$ cat config.mk
export PLATFORM = sky130hd
export DESIGN_NAME = tap_tempo_bpm_averager
export DESIGN_NICKNAME = d
export VERILOG_FILES = /design/src/hdl/ttba_pkg.sv /design/src/hdl/tap_tempo_bpm_averager.sv
export SDC_FILE = /design/constraint.sdc
export NUM_CORES = 1
export LEC_CHECK = 0
export BUFFER_PORTS_ARGS = -buffer_cell sky130_fd_sc_hd__buf_4
export CELL_PAD_IN_SITES_DETAIL_PLACEMENT = 0
export CELL_PAD_IN_SITES_GLOBAL_PLACEMENT = 1
export CORE_ASPECT_RATIO = 1.4
export CORE_MARGIN = 4
export CORE_UTILIZATION = 47
export CTS_BUF_LIST = sky130_fd_sc_hd__clkbuf_8
export CTS_CLUSTER_SIZE = 10
export DETAILED_ROUTE_END_ITERATION = 8
export PLACE_DENSITY = 0.88
export REMOVE_ABC_BUFFERS = 1
export SLEW_MARGIN = 0
export SYNTH_ARGS = -nofsm -noshare
export SYNTH_HDL_FRONTEND = slang
export SYNTH_SLANG_ARGS = --single-unit
$ cat constraint.sdc
create_clock -name clock -period 4.2 [get_ports clock]
set_input_delay 0.42 -clock clock [delete_from_list [all_inputs] [get_ports clock]]
set_output_delay 0.42 -clock clock [all_outputs]
set_load 0.01 [all_outputs]
$ cat src/hdl/ttba_pkg.sv
// Types and constants for the tap tempo averager.
// No dependencies; used by tap_tempo_bpm_averager.
package ttba_pkg;

   localparam int DIV_W = 24;
   localparam int RATE_W = 16;
   localparam int CNT_W = $clog2(DIV_W + 1);
   localparam int CSR_IDX_W = 8;
   localparam int CSR_DATA_W = 16;

   localparam logic [DIV_W-1:0] TEMPO_NUM_Q8 = 24'd15360000;
   localparam logic [RATE_W-1:0] MAX_INTERVAL_RST = 16'd2000;
   localparam logic [7:0] MAX_BPM_RST = 8'd240;

   localparam logic [CSR_IDX_W-1:0] CSR_MAX_INTERVAL = 8'd0;
   localparam logic [CSR_IDX_W-1:0] CSR_MAX_BPM = 8'd1;

   typedef enum logic [2:0] {
      ST_IDLE,
      ST_DIV_TEMPO,
      ST_UPDATE,
      ST_DIV_MEAN,
      ST_DONE
   } ttba_state_type;

endpackage

$ cat src/hdl/tap_tempo_bpm_averager.sv
// Accepted tap: divide for the tempo, update the window, divide for the mean, then load
// the result register once the output is not stalled; req_stall stays high until idle.
// One bit-serial restoring divider runs 24 steps for 60000*256/interval and S steps for
// the window mean, S = 16 + clog2(WINDOW_LEN). Ignored taps give no result.
// Synchronous active-high reset clears the window, the running sum, the result
// valid flag and loads the register defaults (max interval 2000, max BPM 240).
module tap_tempo_bpm_averager #(
   parameter int WINDOW_LEN = 8
) (
   input  logic                                clock,
   input  logic                                reset,
   input  logic                                req_valid,
   output logic                                req_stall,
   input  logic [15:0]                         req_interval_ms,
   output logic                                rsp_valid,
   input  logic                                rsp_stall,
   output logic [15:0]                         rsp_bpm_estimate,
   input  logic                                csr_valid,
   output logic                                csr_ready,
   input  logic [ttba_pkg::CSR_IDX_W-1:0]      csr_index,
   input  logic [ttba_pkg::CSR_DATA_W-1:0]     csr_wdata
);
   import ttba_pkg::*;

   localparam int SUM_W = RATE_W + $clog2(WINDOW_LEN);

   ttba_state_type state_ff, state_in;
   logic [CNT_W-1:0]  cnt_ff, cnt_in;
   logic [DIV_W-1:0]  quo_ff, quo_in;
   logic [RATE_W-1:0] rem_ff, rem_in;
   logic [RATE_W-1:0] dvs_ff, dvs_in;
   logic [SUM_W-1:0]  sum_ff, sum_in;
   logic [RATE_W-1:0] win_ff [WINDOW_LEN];
   logic              win_shift;
   logic [RATE_W-1:0] tempo;
   logic [RATE_W-1:0] limit;
   logic [15:0]       max_int_ff;
   logic [7:0]        max_bpm_ff;
   logic              rsp_valid_ff, rsp_valid_in;
   logic [15:0]       rsp_data_ff, rsp_data_in;
   logic              rsp_load;
   logic [RATE_W:0]   trial;
   logic [RATE_W:0]   diff;
   logic              ge;
   logic [RATE_W-1:0] rem_step;
   logic [DIV_W-1:0]  quo_step;

   assign req_stall = (state_ff != ST_IDLE);
   assign csr_ready = 1'b1;
   assign rsp_valid = rsp_valid_ff;
   assign rsp_bpm_estimate = rsp_data_ff;

   assign limit = {max_bpm_ff, 8'd0};
   assign tempo = (quo_ff > {8'd0, limit}) ? limit : quo_ff[RATE_W-1:0];

   assign trial = {rem_ff, quo_ff[DIV_W-1]};
   assign diff = trial - {1'b0, dvs_ff};
   assign ge = (trial >= {1'b0, dvs_ff});
   assign rem_step = ge ? diff[RATE_W-1:0] : trial[RATE_W-1:0];
   assign quo_step = {quo_ff[DIV_W-2:0], ge};

   always_comb begin
      state_in = state_ff;
      cnt_in = cnt_ff;
      quo_in = quo_ff;
      rem_in = rem_ff;
      dvs_in = dvs_ff;
      sum_in = sum_ff;
      win_shift = 1'b0;
      rsp_load = 1'b0;
      case (state_ff)
         ST_IDLE: begin
            if (req_valid && (req_interval_ms <= max_int_ff)) begin
               quo_in = TEMPO_NUM_Q8;
               rem_in = '0;
               dvs_in = req_interval_ms;
               cnt_in = CNT_W'(DIV_W);
               state_in = ST_DIV_TEMPO;
            end
         end
         ST_DIV_TEMPO: begin
            quo_in = quo_step;
            rem_in = rem_step;
            cnt_in = cnt_ff - 1'b1;
            if (cnt_ff == CNT_W'(1)) begin
               state_in = ST_UPDATE;
            end
         end
         ST_UPDATE: begin
            win_shift = 1'b1;
            sum_in = sum_ff - SUM_W'(win_ff[0]) + SUM_W'(tempo);
            quo_in = {sum_in, {(DIV_W - SUM_W){1'b0}}};
            rem_in = '0;
            dvs_in = RATE_W'(WINDOW_LEN);
            cnt_in = CNT_W'(SUM_W);
            state_in = ST_DIV_MEAN;
         end
         ST_DIV_MEAN: begin
            quo_in = quo_step;
            rem_in = rem_step;
            cnt_in = cnt_ff - 1'b1;
            if (cnt_ff == CNT_W'(1)) begin
               state_in = ST_DONE;
            end
         end
         ST_DONE: begin
            if (!rsp_valid_ff || !rsp_stall) begin
               rsp_load = 1'b1;
               state_in = ST_IDLE;
            end
         end
         default: begin
            state_in = ST_IDLE;
         end
      endcase
   end

   always_comb begin
      rsp_valid_in = rsp_valid_ff && rsp_stall;
      rsp_data_in = rsp_data_ff;
      if (rsp_load) begin
         rsp_valid_in = 1'b1;
         rsp_data_in = quo_ff[15:0];
      end
   end

   always_ff @(posedge clock) begin
      if (reset) begin
         state_ff <= ST_IDLE;
         rsp_valid_ff <= 1'b0;
         sum_ff <= '0;
         max_int_ff <= MAX_INTERVAL_RST;
         max_bpm_ff <= MAX_BPM_RST;
         for (int i = 0; i < WINDOW_LEN; i++) begin
            win_ff[i] <= '0;
         end
      end else begin
         state_ff <= state_in;
         rsp_valid_ff <= rsp_valid_in;
         sum_ff <= sum_in;
         if (csr_valid && csr_ready) begin
            case (csr_index)
               CSR_MAX_INTERVAL: max_int_ff <= csr_wdata;
               CSR_MAX_BPM:      max_bpm_ff <= csr_wdata[7:0];
               default:          ;
            endcase
         end
         if (win_shift) begin
            for (int i = 0; i < WINDOW_LEN - 1; i++) begin
               win_ff[i] <= win_ff[i+1];
            end
            win_ff[WINDOW_LEN-1] <= tempo;
         end
      end
   end

   always_ff @(posedge clock) begin
      cnt_ff <= cnt_in;
      quo_ff <= quo_in;
      rem_ff <= rem_in;
      dvs_ff <= dvs_in;
      rsp_data_ff <= rsp_data_in;
   end

endmodule

Word-level counts from Yosys, hierarchy flattened:

Memory sizes are Yosys's and may differ from the RTL's.
Cells that the tools add are included.

* word-level logic and storage cells: 84
* memories kept: 1
* input port bits: 45
* RAM bits: 128
* output and inout bits: 19
* bits in registers: 124

Memory list
* win_ff: depth 8, bits a word 16, read ports 8, clocked after Yosys merged registers in 0, wr ports 8, line tap_tempo_bpm_averager.sv:33 `logic [RATE_W-1:0] win_ff [WINDOW_LEN];`

* reduce and logical (&&, ||, !) cells: 16
* bitwise gates (word level): 8
* equal/unequal tests: 10
* $lt $le $gt $ge: 3
* $add $sub $neg: 4
* multiplexer cells: 32

Operator list (count)
* $mux 16: 12
* $pmux 24 s3: 1
* $pmux 16 s3: 1
* $pmux 16 s2: 1
* $gt 24x16->1: 1
* $mux 24: 1
* $add 19x16->19: 1
* $sub 19x16->19: 1
* $ge 17x16->1: 1
* $le 16x16->1: 1
* $sub 16x16->16: 1
* $pmux 3 s5: 1
* $pmux 5 s3: 1
* $mux 3: 4
* $mux 1: 9
* $eq 8x1->1 const B: 1
* $logic_not 8->1: 1
* $ne 2x2->1 const B: 4
* $or 1x1->1: 8
* $reduce_and 2->1: 4
* $eq 3x2->1 const B: 2
* $reduce_bool 3->1: 2
* $eq 5x1->1 const B: 1
* $mux 5: 1
* 10 further kinds: 12

Longest topological paths before layout:

* depth in word-level cells: 6
* gate-level depth with buffers: 23
* gate-level depth less buffers: 21

Least setup slack after synthesis:

No wires, ideal clock.

* kind: input to register
* start point: input port req_interval_ms[1]
* end point: register cnt_ff[0] (enable)
* setup time: 475 ps
* arrival: 3998 ps
* path slack: -273 ps
* stages: 8
* path buffers: 0
* required time: 3725 ps
* cell sequence: ha_1 nor2b_1 o21a_1 o21ai_0 a2111oi_0 nor3_1 o21ai_0 a31oi_1

* word-level cells in the longest chain between the ends: 4

Ends and longest elaborated chain
* start, declared: line tap_tempo_bpm_averager.sv:14 `input logic [15:0] req_interval_ms,`
* $le 16x16->1: line tap_tempo_bpm_averager.sv:73 `if (req_valid && (req_interval_ms <= max_int_ff)) begin`
* $logic_and 1x1->1: line tap_tempo_bpm_averager.sv:73
* $ne 2x2->1 (no source line)
* $reduce_and 2->1 (no source line)
* end signal, assigned: line tap_tempo_bpm_averager.sv:158 `cnt_ff <= cnt_in;`
* end, declared: line tap_tempo_bpm_averager.sv:28 `logic [CNT_W-1:0] cnt_ff, cnt_in;`

Every way passes these cells.
A chain may end at the register's enable or synchronous reset.

Final worst setup path:

* start point: register quo_ff[8]
* end point: register quo_ff[22] (data pin)

* word-level cells in the longest chain between the ends: 4

Ends and longest elaborated chain
* start, declared: line tap_tempo_bpm_averager.sv:29 `logic [DIV_W-1:0] quo_ff, quo_in;`
* start signal, assigned: line tap_tempo_bpm_averager.sv:159 `quo_ff <= quo_in;`
* $gt 24x16->1: line tap_tempo_bpm_averager.sv:54 `assign tempo = (quo_ff > {8'd0, limit}) ? limit : quo_ff[RATE_W-1:0];`
* $mux 16 (*): line tap_tempo_bpm_averager.sv:54
* $add 19x16->19 (*): line tap_tempo_bpm_averager.sv:91 `sum_in = sum_ff - SUM_W'(win_ff[0]) + SUM_W'(tempo);`
* $pmux 24 s3 (*): line tap_tempo_bpm_averager.sv:71 `case (state_ff)`
* named net quo_in[22]: line tap_tempo_bpm_averager.sv:29

The timed path passes the listed nets; every way through them passes the cells marked *.

==> impl_metrics.prom <==
# TYPE chip_impl_metric gauge
chip_impl_metric{name="dpl.hpwl",unit="um"} 19300
chip_impl_metric{name="max_cap_violations",unit=""} 0
chip_impl_info{name="tritoncts_clock_tree",value="built"} 1
chip_impl_metric{name="clk_latency",unit="ns"} 0.54
chip_impl_metric{name="drc_errors",unit=""} 0
chip_impl_metric{name="detail_route.first_pass.iterations",unit=""} 5
chip_impl_metric{name="critical_path_required",unit="ns"} 4.48
chip_impl_metric{name="layoutNonFillerInstCount",unit=""} 1573
chip_impl_metric{name="path_clk_slew",unit="ns"} 0.06
chip_impl_metric{name="globalRouteTotalUtil",unit=""} 0.195
chip_impl_metric{name="cts_max_level",unit=""} 2
chip_impl_info{name="kind_of_end_point_of_the_critical_path",value="flip-flop"} 1
chip_impl_metric{name="synthToLayoutAreaGrowth",unit="%"} 21.9
chip_impl_info{name="synth_top_cells_by_count",value="205 x sky130_fd_sc_hd__edfxtp_1, 117 x sky130_fd_sc_hd__and2_1, 106 x sky130_fd_sc_hd__inv_1"} 1
chip_impl_metric{name="finalSetupViolations",unit=""} 12
chip_impl_metric{name="r2r.worst_path.cells",unit=""} 21
chip_impl_metric{name="finalCriticalPeriod",unit="ns"} 4.37
chip_impl_metric{name="start_util",unit=""} 0.477
chip_impl_metric{name="syn_avg_cell_area",unit="um^2"} 11.7
chip_impl_info{name="post-synth-top-count-cell",value="sky130_fd_sc_hd__edfxtp_1"} 1
chip_impl_metric{name="critical_path_peak_fanout",unit=""} 9
chip_impl_metric{name="worst-slew-pin-transition",unit="ns"} 0.999
chip_impl_metric{name="maxSlewViolCount",unit=""} 0
chip_impl_metric{name="total_number_of_vias",unit=""} 8437
chip_impl_info{name="synthTopCellsByArea",value="sky130_fd_sc_hd__edfxtp_1 49%, sky130_fd_sc_hd__dfxtp_1 7.5%, sky130_fd_sc_hd__ha_1 6.1%"} 1
chip_impl_metric{name="floorplan.die_area",unit="um^2"} 29300
chip_impl_info{name="status",value="complete, but fails checks"} 1
chip_impl_metric{name="hold-worst-slack",unit="ns"} 0.0918
chip_impl_info{name="critical_path.startpoint_type",value="flip-flop"} 1
chip_impl_metric{name="global_route.overflow_total",unit=""} 0
chip_impl_info{name="timing_worst_setup_path_type",value="flip-flop to flip-flop"} 1
chip_impl_metric{name="fmax",unit="GHz"} 0.229
chip_impl_metric{name="cts_num_sinks",unit=""} 252
chip_impl_metric{name="vias_per_cell",unit=""} 5.36
chip_impl_metric{name="relSlewSlack",unit=""} 0.333
chip_impl_metric{name="timing.clock.skew",unit="ns"} 0.0220
chip_impl_metric{name="power_leakage",unit="nW"} 6.26
chip_impl_metric{name="antenna_violations_before_repair",unit=""} 0
chip_impl_metric{name="timing.final.ws_setup",unit="ns"} -0.168
chip_impl_metric{name="synthesis.yosys.warnings",unit=""} 0
chip_impl_metric{name="wl_per_cell",unit="um"} 18.3
chip_impl_metric{name="tritoncts.num_buffers",unit=""} 39
chip_impl_info{name="grt_setup_unrepaired",value="true"} 1
chip_impl_metric{name="timing.critical_path.arrival",unit="ns"} 4.65
chip_impl_metric{name="post_route_cells_drive_above_1_share",unit=""} 0.230
chip_impl_metric{name="die-height",unit="um"} 201
chip_impl_metric{name="number_of_flops_mapped_to_enable_cells_by_yosys",unit=""} 205
chip_impl_metric{name="synth.lib_cells_used.distinct",unit=""} 58
chip_impl_metric{name="floorplan.core_area",unit="um^2"} 26200
chip_impl_metric{name="placedCellCount",unit=""} 1486
chip_impl_info{name="synth.largest_area_cell",value="sky130_fd_sc_hd__edfxtp_1"} 1
chip_impl_metric{name="proportion_of_synthesized_flip_flops_having_asynchronous_set_or_reset",unit=""} 0
chip_impl_metric{name="nNetsFinal",unit=""} 1344
chip_impl_metric{name="first_global_vias",unit=""} 8756
chip_impl_metric{name="power.total",unit="mW"} 7.16
chip_impl_metric{name="powerDensity",unit="nW/um^2"} 469
chip_impl_metric{name="synth.ff_latch_count",unit=""} 252
chip_impl_metric{name="netlist.area_leader.share",unit=""} 0.492
chip_impl_metric{name="detailedRoute.firstIterationViolations",unit=""} 419
chip_impl_metric{name="hold_viol",unit=""} 0
chip_impl_metric{name="grt_max_degree",unit=""} 61
chip_impl_info{name="cts-root-buf",value="sky130_fd_sc_hd__clkbuf_8"} 1
chip_impl_metric{name="cts-root-to-sink-buffers",unit=""} 3
chip_impl_metric{name="timing.hold.worst_path_depth",unit=""} 2
chip_impl_metric{name="cts_hold_buffers",unit=""} 0
chip_impl_metric{name="horizontal_extent_of_the_die",unit="um"} 146
chip_impl_metric{name="boundaryPins",unit=""} 64
chip_impl_metric{name="fin_crit_sh",unit=""} 1.04
chip_impl_metric{name="final_antenna_net_count",unit=""} 0
chip_impl_metric{name="detail_route.wirelength",unit="um"} 28800
chip_impl_metric{name="nFillCells",unit=""} 2100
chip_impl_metric{name="antenna_diode_count",unit=""} 0
chip_impl_metric{name="placement_rows",unit=""} 70
chip_impl_metric{name="postSynthCellCount",unit=""} 1073
chip_impl_metric{name="reg2reg_slack",unit="ns"} -0.17
chip_impl_metric{name="grt_pass1_wl",unit="um"} 45600
chip_impl_info{name="synth_flop_cell",value="sky130_fd_sc_hd__edfxtp_1"} 1
chip_impl_metric{name="synth.yosys.seq_area_share",unit=""} 0.568
chip_impl_metric{name="synth.cell_area",unit="um^2"} 12500
chip_impl_metric{name="placement.io_buffers",unit=""} 62
chip_impl_metric{name="final_weighted_congestion_of_routability_driven_global_placement",unit=""} 0.877
chip_impl_info{name="worst_hold_path_type",value="primary input to flip-flop"} 1
chip_impl_info{name="violations",value="setup timing"} 1
chip_impl_metric{name="worst_ir_drop_vdd",unit="uV"} 276
final timing paths:
check	from	end
setup / recovery	quo_ff[8]$_DFFE_PP_	quo_ff[22]$_DFFE_PP_
hold / removal	csr_wdata[9]	max_int_ff[9]$_SDFFE_PP1P_
setup reg to reg	quo_ff[8]$_DFFE_PP_	quo_ff[22]$_DFFE_PP_
hold reg to reg	sum_ff[5]$_SDFFE_PP0P_	sum_ff[5]$_SDFFE_PP0P_
worst max-delay path: stages, from the launching register on:
cell                       delay (ns)
sky130_fd_sc_hd__edfxtp_1        0.36
sky130_fd_sc_hd__inv_1           0.06
sky130_fd_sc_hd__ha_1            0.28
sky130_fd_sc_hd__nor4b_4         0.17
sky130_fd_sc_hd__nand4_1         0.16
sky130_fd_sc_hd__nor4_2          0.16
sky130_fd_sc_hd__a31oi_1         0.12
sky130_fd_sc_hd__o31ai_1         0.08
sky130_fd_sc_hd__and3_1          0.20
sky130_fd_sc_hd__buf_6           0.15
sky130_fd_sc_hd__buf_12          0.14
sky130_fd_sc_hd__nand2_1         0.07
sky130_fd_sc_hd__fa_1            0.50
sky130_fd_sc_hd__inv_1           0.07
sky130_fd_sc_hd__ha_4            0.31
sky130_fd_sc_hd__o21ai_0         0.12
sky130_fd_sc_hd__a221oi_2        0.28
sky130_fd_sc_hd__buf_4           0.18
sky130_fd_sc_hd__nor2_4          0.05
sky130_fd_sc_hd__o31a_1          0.33
sky130_fd_sc_hd__xnor2_2         0.16
sky130_fd_sc_hd__o22a_1          0.16
area by class of cell:
class | count | area [um^2] | area share
clock buffer | 47 | 647 | 0.0424
tap | 324 | 405 | 0.0266
inverter | 106 | 400 | 0.0263
multi-input combinational | 671 | 5360 | 0.352
clock inverter | 22 | 149 | 0.00977
sequential | 252 | 7100 | 0.466
timing repair buffer | 151 | 1190 | 0.0778
cells by family (layout without fill, tap and decap cells):
kind of cell	Yosys count	count (layout)	synth area share
other cells	1	1	0.000300
compound gates	170	170	0.0904
mux	41	41	0.0329
xor+xnor	28	28	0.0207
buf+inv	150	326	0.0478
simple gates	353	353	0.152
fa+ha+maj	78	78	0.0883
flops	252	252	0.568
layer usage:
metal  vias to the layer above  global-route usage  part of all wire
met1                      4126               0.230              0.40
li1                       4032                   -                 -
met2                       210               0.341              0.51
met5                         -                   0                 0
met3                        69              0.0339             0.050
met4                         0              0.0967             0.045
state kept, by name, summed over array words and instances (netlist names):
signal and cells:
win_ff 128, quo_ff 24, sum_ff 19, dvs_ff 16, max_int_ff 16, rem_ff 16
rsp_bpm_estimate 16, max_bpm_ff 8, cnt_ff 5, state_ff 3, rsp_valid 1
where the power goes:
| group | internal, mW | total (mW) | leakage (nW) | switching [mW] |
|---|---|---|---|---|
| Combinational | 0.841 | 1.91 | 3.39 | 1.07 |
| Clock | 1.14 | 2.08 | 0.444 | 0.943 |
| Sequential | 3.04 | 3.16 | 2.43 | 0.123 |
| Total | 5.02 | 7.16 | 6.26 | 2.14 |
metrics by stage:
stage	area (um^2)	setup WS (ns)	utilization	TNS [ns]
after global placement	13800	-0.165	0.526	-1.33
after global routing	15200	-0.368	0.582	-4.84
after detailed placement	13800	-0.320	0.526	-4.39
after CTS	15000	-0.153	0.572	-0.973
after floorplan	12300	-0.587	-	-22.31
final	15200	-0.168	0.582	-0.992
repair_timing:
item | in CTS | in global routing
setup buffers | 10 | 8
endpoints found under the setup margin | 24 | 27
pin swaps | 19 | 20
resized for setup | 59 | 37
cells in the final DEF, fill, tap and decap left out, drive strengths merged, types with 6 or more instances in the layout:
cell / netlist / layout
a211o: 11 / 11
a211oi: 7 / 7
a21o: 20 / 20
a21oi: 55 / 55
a22o: 8 / 8
a31oi: 7 / 7
and2: 117 / 117
and3: 6 / 6
and3b: 7 / 7
buf: 9 / 151
clkbuf: 35 / 47
clkinv: 0 / 8
dfxtp: 47 / 47
edfxtp: 205 / 205
fa: 17 / 17
ha: 61 / 61
inv: 106 / 116
mux2i: 40 / 40
nand2: 65 / 65
nand2b: 23 / 23
nand3: 15 / 15
nand4: 8 / 8
nor2: 61 / 61
nor2b: 21 / 21
nor3: 8 / 8
o21ai: 29 / 29
or3: 6 / 6
xnor2: 19 / 19
xor2: 8 / 8
(Power assumes the default switching activity.)
